## config.mk

```make
export PLATFORM = sky130hd
export DESIGN_NAME = smx_div
export DESIGN_NICKNAME = d
export VERILOG_FILES = /design/src/rtl/core/softmax_row_normalizer_macros.svh /design/src/rtl/core/smx_pkg.sv /design/src/rtl/core/smx_div.sv
export SDC_FILE = /design/constraint.sdc
export NUM_CORES = 1
export LEC_CHECK = 0
export ABC_CLOCK_PERIOD_IN_PS = 3900
export BUFFER_PORTS_ARGS = -buffer_cell sky130_fd_sc_hd__buf_4
export CORE_MARGIN = 2
export CORE_UTILIZATION = 50
export DETAILED_ROUTE_END_ITERATION = 16
export MAX_ROUTING_LAYER = met4
export PLACE_DENSITY = 0.75
export SYNTH_ARGS = -nofsm -noshare
export SYNTH_HDL_FRONTEND = slang
export SYNTH_SLANG_ARGS = --single-unit
```

## constraint.sdc

```tcl
create_clock -name clk -period 3.9 [get_ports clk]
set_input_delay 0.78 -clock clk [delete_from_list [all_inputs] [get_ports clk]]
set_output_delay 0.78 -clock clk [all_outputs]
set_load 0.03 [all_outputs]
```

## src/rtl/core/softmax_row_normalizer_macros.svh

```systemverilog
// Assertion macros shared by the softmax row normalizer RTL.
`ifndef SOFTMAX_ROW_NORMALIZER_MACROS_SVH
`define SOFTMAX_ROW_NORMALIZER_MACROS_SVH

// Same-cycle implication, disabled during reset.
`define SMX_ASSERT_NOW(label, clk, rst_n, ante, cons, msg) \
  label: assert property (@(posedge clk) disable iff (!rst_n) (ante) |-> (cons)) \
    else $error(msg);

// Next-cycle implication, disabled during reset.
`define SMX_ASSERT_NEXT(label, clk, rst_n, ante, cons, msg) \
  label: assert property (@(posedge clk) disable iff (!rst_n) (ante) |=> (cons)) \
    else $error(msg);

`endif

```

## src/rtl/core/smx_pkg.sv

```systemverilog
// Shared types, constants and tables of the softmax row normalizer.
package smx_pkg;

  localparam int LOGIT_W = 16;
  localparam int EXP_W   = 32;
  localparam int SUM_W   = 38;
  localparam int PROB_W  = 16;

  // log2(e) in Q1.28 and ln(2) in Q0.32
  localparam logic [28:0] LOG2E_Q28 = 29'h1715_4765;
  localparam logic [31:0] LN2_Q32   = 32'hB172_17F8;

  // Last Taylor term index
  localparam logic [3:0] TAYLOR_LAST = 4'd11;

  typedef enum logic [2:0] {
    ST_IDLE, ST_EXP, ST_RD, ST_DIV_GO, ST_DIV_WAIT, ST_OUT
  } smx_state_t;

  typedef enum logic [2:0] {
    EX_IDLE, EX_LOG, EX_FRAC, EX_MUL, EX_RCP, EX_FIX, EX_OUT, EX_DONE
  } smx_exp_state_t;

  // floor(2^33 / i) for the Taylor divisors 2..11
  function automatic logic [32:0] smx_recip(input logic [3:0] idx);
    logic [32:0] r;
    unique case (idx)
      4'd2:    r = 33'd4294967296;
      4'd3:    r = 33'd2863311530;
      4'd4:    r = 33'd2147483648;
      4'd5:    r = 33'd1717986918;
      4'd6:    r = 33'd1431655765;
      4'd7:    r = 33'd1227133513;
      4'd8:    r = 33'd1073741824;
      4'd9:    r = 33'd954437176;
      4'd10:   r = 33'd858993459;
      4'd11:   r = 33'd780903144;
      default: r = 33'd4294967296;
    endcase
    return r;
  endfunction

endpackage

```

## src/rtl/core/smx_div.sv

```systemverilog
// Restoring divider: truncated Q0.16 quotient, saturated at the largest code.
module smx_div
  import smx_pkg::*;
(
  input  logic                  clk,
  input  logic                  rst_n,
  input  logic                  start,
  input  logic [48:0]           dividend,
  input  logic [SUM_W-1:0]      divisor,
  output logic                  done,
  output logic [PROB_W-1:0]     quotient
);

  logic              busy_r;
  logic              done_r;
  logic [4:0]        cnt_r;
  logic [SUM_W-1:0]  rem_r;
  logic [15:0]       low_r;
  logic [PROB_W-1:0] quo_r;

  logic [SUM_W:0]    trial;
  logic              qbit;
  logic              sat;

  // One quotient bit per cycle while busy
  always_comb begin
    trial = {rem_r, low_r[15]};
    qbit  = (trial >= {1'b0, divisor});
    sat   = (divisor == '0) || ({5'd0, dividend[48:16]} >= divisor);
  end

  assign done     = done_r;
  assign quotient = quo_r;

  // Control
  always_ff @(posedge clk) begin
    if (!rst_n) begin
      busy_r <= 1'b0;
      done_r <= 1'b0;
      cnt_r  <= '0;
    end else begin
      done_r <= 1'b0;
      if (start) begin
        busy_r <= !sat;
        done_r <= sat;
        cnt_r  <= 5'd16;
      end else if (busy_r) begin
        cnt_r <= cnt_r - 5'd1;
        if (cnt_r == 5'd1) begin
          busy_r <= 1'b0;
          done_r <= 1'b1;
        end
      end
    end
  end

  // Datapath
  always_ff @(posedge clk) begin
    if (start) begin
      rem_r <= SUM_W'(dividend[48:16]);
      low_r <= dividend[15:0];
      quo_r <= sat ? {PROB_W{1'b1}} : '0;
    end else if (busy_r) begin
      rem_r <= qbit ? SUM_W'(trial - {1'b0, divisor}) : trial[SUM_W-1:0];
      low_r <= {low_r[14:0], 1'b0};
      quo_r <= {quo_r[PROB_W-2:0], qbit};
    end
  end

endmodule

```

* After elaboration in Yosys (flattened, before gate mapping)
Cells that the tools add are included. Widths: inputs -> output; s select.
Cells by class: $lt $le $gt $ge 2, equality and inequality tests 1, $add $sub $neg 2, reductions and logical operators 5, bitwise logic cells 1, multiplexer cells 16
Operator list (number):
- $mux 16 | 5
- $mux 33 | 2
- $ge 39x38->1 | 1
- $ge 33x38->1 | 1
- $logic_not 38->1 | 1
- $mux 38 | 1
- $sub 38x38->38 | 1
- $mux 5 | 2
- $mux 1 | 6
- $eq 5x1->1 const B | 1
- $sub 5x1->5 const B | 1
- $reduce_bool 2->1 | 1
- $reduce_or 2->1 | 1
- $logic_not 1->1 | 1
- $logic_or 1x1->1 | 1
- $not 1->1 | 1
Word-level totals: bits of input ports 90, word-level logic and storage cells 35, output and inout bits 17, register bits after elaboration 77

* Logic depth before layout (Yosys ltp)
Gate-level depths: netlist of run 1.
depth after elaboration 4, gate-level depth with buffers 14, gate-level depth less buffers 13

* Least setup slack after synthesis of run 1
OpenSTA, ideal clock, no wires.
kind input-to-reg, from in divisor[17], to reg rem_r[14] (data pin), required time 3.640 ns, setup time 0.260 ns, stages 10, slack 0.686 ns, path buffers 1, arrival time 2.954 ns, cell sequence inv_1 ha_1 clkbuf_1 nand4_1 or3_1 o21ai_4 a211oi_2 a21oi_4 mux2_2 mux2_2
On the way: word-level cells in the longest chain between the ends 4
Ends and longest elaborated chain:
- start, declared | line smx_div.sv:9 | input logic [SUM_W-1:0] divisor,
- $ge 39x38->1 | line smx_div.sv:28 | qbit = (trial >= {1'b0, divisor});
- $mux 38 | line smx_div.sv:64 | rem_r <= qbit ? SUM_W'(trial - {1'b0, divisor}) : trial[SUM_W-1:0];
- $mux 33 | line smx_div.sv:63 | end else if (busy_r) begin
- $mux 33 | line smx_div.sv:59 | if (start) begin
- end signal, assigned | line smx_div.sv:60 | rem_r <= SUM_W'(dividend[48:16]);
- end signal, assigned | line smx_div.sv:64
- end, declared | line smx_div.sv:17 | logic [SUM_W-1:0] rem_r;
No other way between the ends. The select of a mux whose other input is x is not followed. A chain may end at the register's enable or synchronous reset.

* Worst setup path in the final report of run 1
from in divisor[12], to reg rem_r[3] (data pin)
The elaborated chain is that of the path after synthesis.

==> results.md, run 1 <==
* Final worst slack at 0.6197 ns
* DP Area at 7599 sq um
* Hold crit path type: reg -> reg
* Share of layout cells above drive strength 1 at 0.1931
* Max_slew headroom at 0.6040
* Gate Count Post-Synth at approximately 740
* Antenna violations before repair at 0
* Initial core utilization at 0.5069
* CTS tree: built
* Setup Skew at 0.006906 ns
* Share of synthesized registers carrying an async set or reset at 0
* Wirelength, routed at 16480 microns
* Register area share after synthesis at 0.3305
* PortBufs at between 100 and 150
* RSZ-0062 raised after global routing: no
* Largest net degree at the start of global routing at 67
* Vias/cell at 5.673
* Worst-path maximum fanout at 17
* Final period util at 0.8411
* Max Transition Viols Final at 0
* Commonest non-fill, non-tap cell in the layout: buf_4
* Post-route cell area at ~7900 sq um
* Yosys reg bits at 77
* # DRC at 0
* Syn avg cell area at around 8.9 sq um
* Most frequent cells in the layout: buf_4, ha_1, nand2_1
* Post-synth net total at 908
* Leak at 0.003480 uW
* Slew @ Worst Pin at 0.5932 ns
* Ys flop type: edfxtp_1
* Met2 wire len at approximately 7800 microns
* # clock sinks at 77
* Startpoint types: input port
* GRT overflow at 0
* Crit path buf inv count at 3
* Hold Vio Cnt, Final at 0
* CP Capture Type: flip-flop
* Setup TNS at 0 ns
* Setup Viol. Count Final at 0
* RePlAce Congestion at 0.9134
* First-pass GRT wire length at 27100 microns
* Delay-heaviest family, CP: simple AND/OR/NAND/NOR gates
* Post-CTS Resized at 0
* Worst path required time at 4.00 ns
* Skew-Pair Late Insertion Delay at 0.35 ns
* Dpl ws at ~0.28 ns
* Peak Freq at 304.8 MHz
* WS Path Type: in -> reg
* Number of nets in the layout at 1003
* Die area at 14200 sq um
* Synth Warn # at 0
* H-tree depth at 3
* WP data arrival at 3.38 ns
* CTS Hold Bufs at 0
* Clk root buf: clkbuf_16
* Rows at 42
* GR Util All Layers at 0.2442
* Power consumption at 3249 uW
* Core area at around 13000 sq um
* Setup Buffers After CTS at 0
* Max-capacitance violation count at 0
* Die H at 119.2 microns
* Antenna cells at 0
* Top sig layer: met4
* Status: finished, final reports clean
* Pwr dens at 411.1 nW/um^2
* Worst vdd ir at ~0.26 mV
* Vias at around 5800
* Metal3 WL at ~950 microns
* Vias in the first global route at 5605
* Final min period at 3.280 ns
* Hold_ws at 0.5070 ns
* Cell Chain, Critical Path: buf_4 -> inv_1 -> ha_1 -> nand4_1 -> or3_1 -> o21ai_4 -> a211oi_2 -> a21oi_4 -> buf_12 -> mux2_2 -> mux2_2
* Num CTS Buffers at 9
* Clk buf depth at 2
* Detailed Routing Iterations Pass 1 at 5
* Post-DP HPWL at 12540 microns
* Synth Cell Area at 6633 sq um
* DR iter-0 viols at slightly below 400
* Worst-path clk slew at 0.06 ns
* Layout area overhead at 19.19%
* Drt wl/cell at between 15 and 20 microns
* Post-synth EDFFs at between 60 and 70
* WL met1 at between 7000 and 8000 microns
* IO Pins at 107
* Most frequent cell on the critical path: mux2_2
* Critical path's slowest cell: ha_1
* Die width at 119.2 microns
* Netlist cell types at 61
* Post-route ant nets at 0
* Largest stage delay on the critical path at about 0.44 ns
## where the power goes
part	internal [uW]	switching, uW	total (uW)
Clock	505	373	877
Combinational	569	719	1290
Sequential	1020	60.9	1080
## path summary, 6_finish.rpt
check / startpoint / to / slack (ns) / cells after the start
setup / recovery: divisor[12] / rem_r[3]$_DFFE_PP_ / 0.62 / 11
hold / removal: rem_r[33]$_SDFFE_PP0P_ / rem_r[33]$_SDFFE_PP0P_ / 0.51 / 2
setup reg to reg: low_r[15]$_DFFE_PP_ / rem_r[30]$_DFFE_PP_ / 0.79 / 13
hold reg to reg: rem_r[33]$_SDFFE_PP0P_ / rem_r[33]$_SDFFE_PP0P_ / 0.51 / 2
## Yosys cell counts (4+ instances only)
master	instances	area [sq um]
edfxtp_1	65	1952
nor2_1	43	161.4
o21a_1	5	37.54
a21o_1	19	142.6
inv_1	69	259.0
mux2i_1	25	250.2
o21ai_1	16	80.08
a31oi_1	9	56.30
o211ai_1	4	30.03
a211oi_1	8	60.06
buf_2	7	35.03
dfxtp_1	12	240.2
or3_1	5	31.28
a211o_1	4	35.03
o21ai_0	55	275.3
a21oi_1	57	285.3
nand2_1	71	266.5
nand4_1	16	100.1
xnor2_1	22	192.7
xor2_1	15	131.4
nor3_1	6	30.03
and3_1	4	25.02
mux2_2	23	259.0
clkbuf_1	20	75.07
ha_1	73	913.4
nor4_1	13	81.33
nand3_1	13	65.06
nand2b_1	8	50.05
nor2b_1	7	43.79
o21bai_1	6	45.04
## kinds of logic (layout without fill, tap and decap cells)
logic type / count (synthesis) / count (layout) / share of synthesized area
simple gates: 198 / 198 / 0.1434
fa+ha+maj: 74 / 74 / 0.1407
mux: 48 / 48 / 0.07678
flops: 77 / 77 / 0.3305
buf+inv: 100 / 200 / 0.06244
xor+xnor: 37 / 37 / 0.04886
compound gates: 210 / 210 / 0.1973
## per-layer routing
metal | track usage | up-vias
met2 | 0.3894 | 190
met3 | 0.03927 | 20
li1 | - | 2917
met5 | - | -
met4 | 0.07068 | 0
met1 | 0.3225 | 2659
## state kept, by name, summed over array words and instances, names as in the netlist
name      count
cnt_r         5
low_r        16
done          1
quotient     16
busy_r        1
rem_r        38
## worst register-to-register path, cell delays in order (launching register included)
cell	delay [ns]
edfxtp_1	0.38
inv_1	0.07
ha_1	0.14
inv_1	0.05
fa_1	0.42
a211oi_1	0.33
nor3_1	0.15
o211ai_1	0.34
a31oi_1	0.18
o21ai_0	0.27
a31oi_1	0.14
xor2_1	0.17
mux2i_1	0.14
o21ai_1	0.07
## metrics by stage
step / util / std cells
after global placement: 0.5807 / 1004
after global routing: 0.6041 / 1020
final: 0.6041 / 1020
after floorplan: - / 744
after CTS: 0.6041 / 1020
after detailed placement: 0.5807 / 1004
## cell type report
cell class / instances / area, sq um
multi-input combinational: 567 / 4026
clock inverter: 7 / 81.33
timing repair buffer: 115 / 900.9
clock buffer: 9 / 225.2
sequential: 77 / 2192
fill: 1155 / 5180
tap: 176 / 220.2
inverter: 69 / 259.0
(Power assumes the default switching activity.)
==> run 2, diff against run 1 <==
- ABC_CLOCK_PERIOD_IN_PS: 3900 -> 2700
- PLACE_DENSITY: 0.75 -> 0.78
- clock period: 3.9 -> 2.7 ns (I/O delays scaled with it)
==> run 2 against run 1 <==
  * The run now ends with negative setup slack left
  * First-iteration DRC count is 120% higher
  * Global-route usage rose by 6.0 points
  * Register-to-register slack worse by 1.1 ns
  * Clock skew grew 0.0014 ns
  * Die area did not move
  * Setup slack worse by 0.95 ns
  * Sequential power up 48%
  * Utilization grew 20 points
  * Via count increased by 25%
  * Count of clock-buffer cells in the layout did not move
  * Critical endpoint unchanged
  * Flip-flop and latch count unchanged
==> results.md, run 2 (synthesis results as in run 1) <==
* Max Transition Viols Final at 0 (unchanged)
* Vias at 7257 (+25%)
* Startpoint types: flip-flop
* R2r setup slk at -0.33 ns (-1.12 ns)
* Rows at 42 (unchanged)
* Biggest register: rem_r
* Die H at 119.2 microns (unchanged)
* Num CTS Buffers at 9 (unchanged)
* Detailed Routing Iterations Pass 1 at 6 (+1)
* Max_slew headroom at 0.6494 (+0.04541)
* Multi-input logic area at 4903 sq um (+22%)
* Die area at 14200 sq um (unchanged)
* CTS tree: built
* # clock sinks at 77 (unchanged)
* Leak at 0.004671 uW (+34%)
* GR Util All Layers at 0.3041 (+0.05993)
* PortBufs at 106 (unchanged)
* Largest stage delay on the critical path at 0.48 ns (+0.04 ns)
* GRT overflow at 0 (unchanged)
* Worst-path clk slew at 0.07 ns (about the same)
* DR iter-0 viols at 860 (+120%)
* Critical path's slowest cell: edfxtp_1
* WP data arrival at 3.14 ns (-0.24 ns)
* Fillers at 771 (-33%)
* # DRC at 0 (unchanged)
* Slew @ Worst Pin at 0.5259 ns (-0.06730 ns)
* Post-route ant nets at 0 (unchanged)
* Cell Chain, Critical Path: ha_4 -> buf_4 -> nand2_1 -> nor4_1 -> buf_4 -> a31oi_1 -> a21oi_4 -> buf_12 -> mux2_4 -> mux2_4
* First-pass GRT wire length at 33170 microns (+22%)
* Share of layout cells above drive strength 1 at 0.4713 (+0.2782)
* H-tree depth at 3 (unchanged)
* Setup Skew at 0.008298 ns (+0.001392 ns)
* FF+latch area at 2192 sq um (unchanged)
* Max reg flops at 38 (unchanged)
* Worst-path maximum fanout at 6 (-11)
* Largest net degree at the start of global routing at 71 (+6.0%)
* Antenna violations before repair at 0 (unchanged)
* Initial core utilization at 0.5069 (unchanged)
* Number of nets in the layout at 1205 (+20%)
* Fin util at 0.8027 (+0.1986)
* Failing checks: negative setup slack
* Antenna cells at 0 (unchanged)
* Clk root buf: clkbuf_16
* Core area at 13090 sq um (unchanged)
* Status: finished, violations left
* Worst path required time at 2.81 ns (-1.19 ns)
* RSZ-0062 raised after global routing: yes
* Wirelength, routed at 24120 microns (+46%)
* Hold Vio Cnt, Final at 0 (unchanged)
* Vias in the first global route at 6748 (+20%)
* Delay-heaviest family, CP: multiplexers
* Skew-Pair Late Insertion Delay at 0.35 ns (about the same)
* Setup Viol. Count Final at 54 (+54)
* Final period util at 1.124
* Final worst slack at -0.3336 ns (-0.9533 ns)
* Dpl ws at -0.7132 ns (-0.9919 ns)
* WS Path Type: reg -> reg
* Crit path buf inv count at 3 (unchanged)
* Peak Freq at 329.6 MHz
* Clk buf depth at 2 (unchanged)
* Hold crit path type: in -> reg
* RePlAce Congestion at 0.9618 (+5.3%)
* Layout area overhead at 58.37%
* Drt wl/cell at 19.74 microns (+22%)
* Worst vdd ir at 0.5498 mV (+110%)
* Final min period at 3.034 ns
* Max-capacitance violation count at 0 (unchanged)
* Most frequent cells in the layout: buf_4, nand2_1, edfxtp_1
* CP Capture Type: flip-flop
* Pwr dens at 581.7 nW/um^2 (+42%)
* Vias/cell at 5.939 (+4.7%)
* Commonest non-fill, non-tap cell in the layout: buf_4
* Die width at 119.2 microns (unchanged)
* IO Pins at 107 (unchanged)
* CTS Hold Bufs at 0 (unchanged)
* Post-DP HPWL at 15260 microns (+22%)
run 2: cell types whose count changed in the layout (fill, tap and decap cells not counted), sizes merged:
cell	delta
buf	+198
clkinvlp	-3
clkinv	+1
inv	+2
clkbuf	+4
run 2: timing repair:
item / in CTS / in global routing
endpoints found under the setup margin: 54 / 55
gates resized for setup: 75 / 86
pin swaps: 45 / 43
setup buffers: 19 / 17
gates cloned: 1 / 3
endpoints found under the hold margin: 0 / 0
run 2: report_power, final:
part	switching (uW)	internal, uW	total (uW)
Combinational	1560	1630	3190
Sequential	122	1480	1600
Clock	580	742	1320
Total	2260	3850	6110
run 2: final cells by class:
cell class	instances	area share
Tap cell	176	0.02096
Multi-Input combinational cell	567	0.4668
Inverter	69	0.02775
Clock buffer	9	0.02144
Sequential cell	77	0.2087
Clock inverter	7	0.008338
Timing Repair Buffer	317	0.2460
run 2: path summary, 6_finish.rpt:
path | from | endpoint | cells after the start
worst max register to register | rem_r[17]$_DFFE_PP_ | rem_r[3]$_DFFE_PP_ | 10
worst min-delay path | rst_n | cnt_r[4]$_SDFFE_PN0P_ | 2
worst min register to register | cnt_r[1]$_SDFFE_PP0P_ | cnt_r[1]$_SDFFE_PP0P_ | 2
worst max-delay path | rem_r[17]$_DFFE_PP_ | rem_r[3]$_DFFE_PP_ | 10
run 2: routing by layer:
| metal | vias up | GRT usage | wire, microns |
|---|---|---|---|
| met5 | - | - | 0 |
| li1 | 3314 | - | - |
| met4 | 0 | 0.1086 | 1213 |
| met1 | 3386 | 0.3864 | 9422 |
| met3 | 113 | 0.05843 | 1945 |
| met2 | 444 | 0.4856 | 11540 |
run 2: stage by stage:
step	instances	hold slack [ns]	total power (uW)	area [sq um]	setup TNS, ns
2_1_floorplan	744	0.4582	3136	7037	-2.737
3_3_place_gp	1169	0.4774	4067	9176	-21.32
3_5_place_dp	1169	0.4845	4117	9176	-25.25
4_1_cts	1204	0.4181	5634	9967	-3.007
5_1_grt	1222	0.4366	6356	10500	-14.53
6_report	1222	0.4276	6110	10500	-10.44
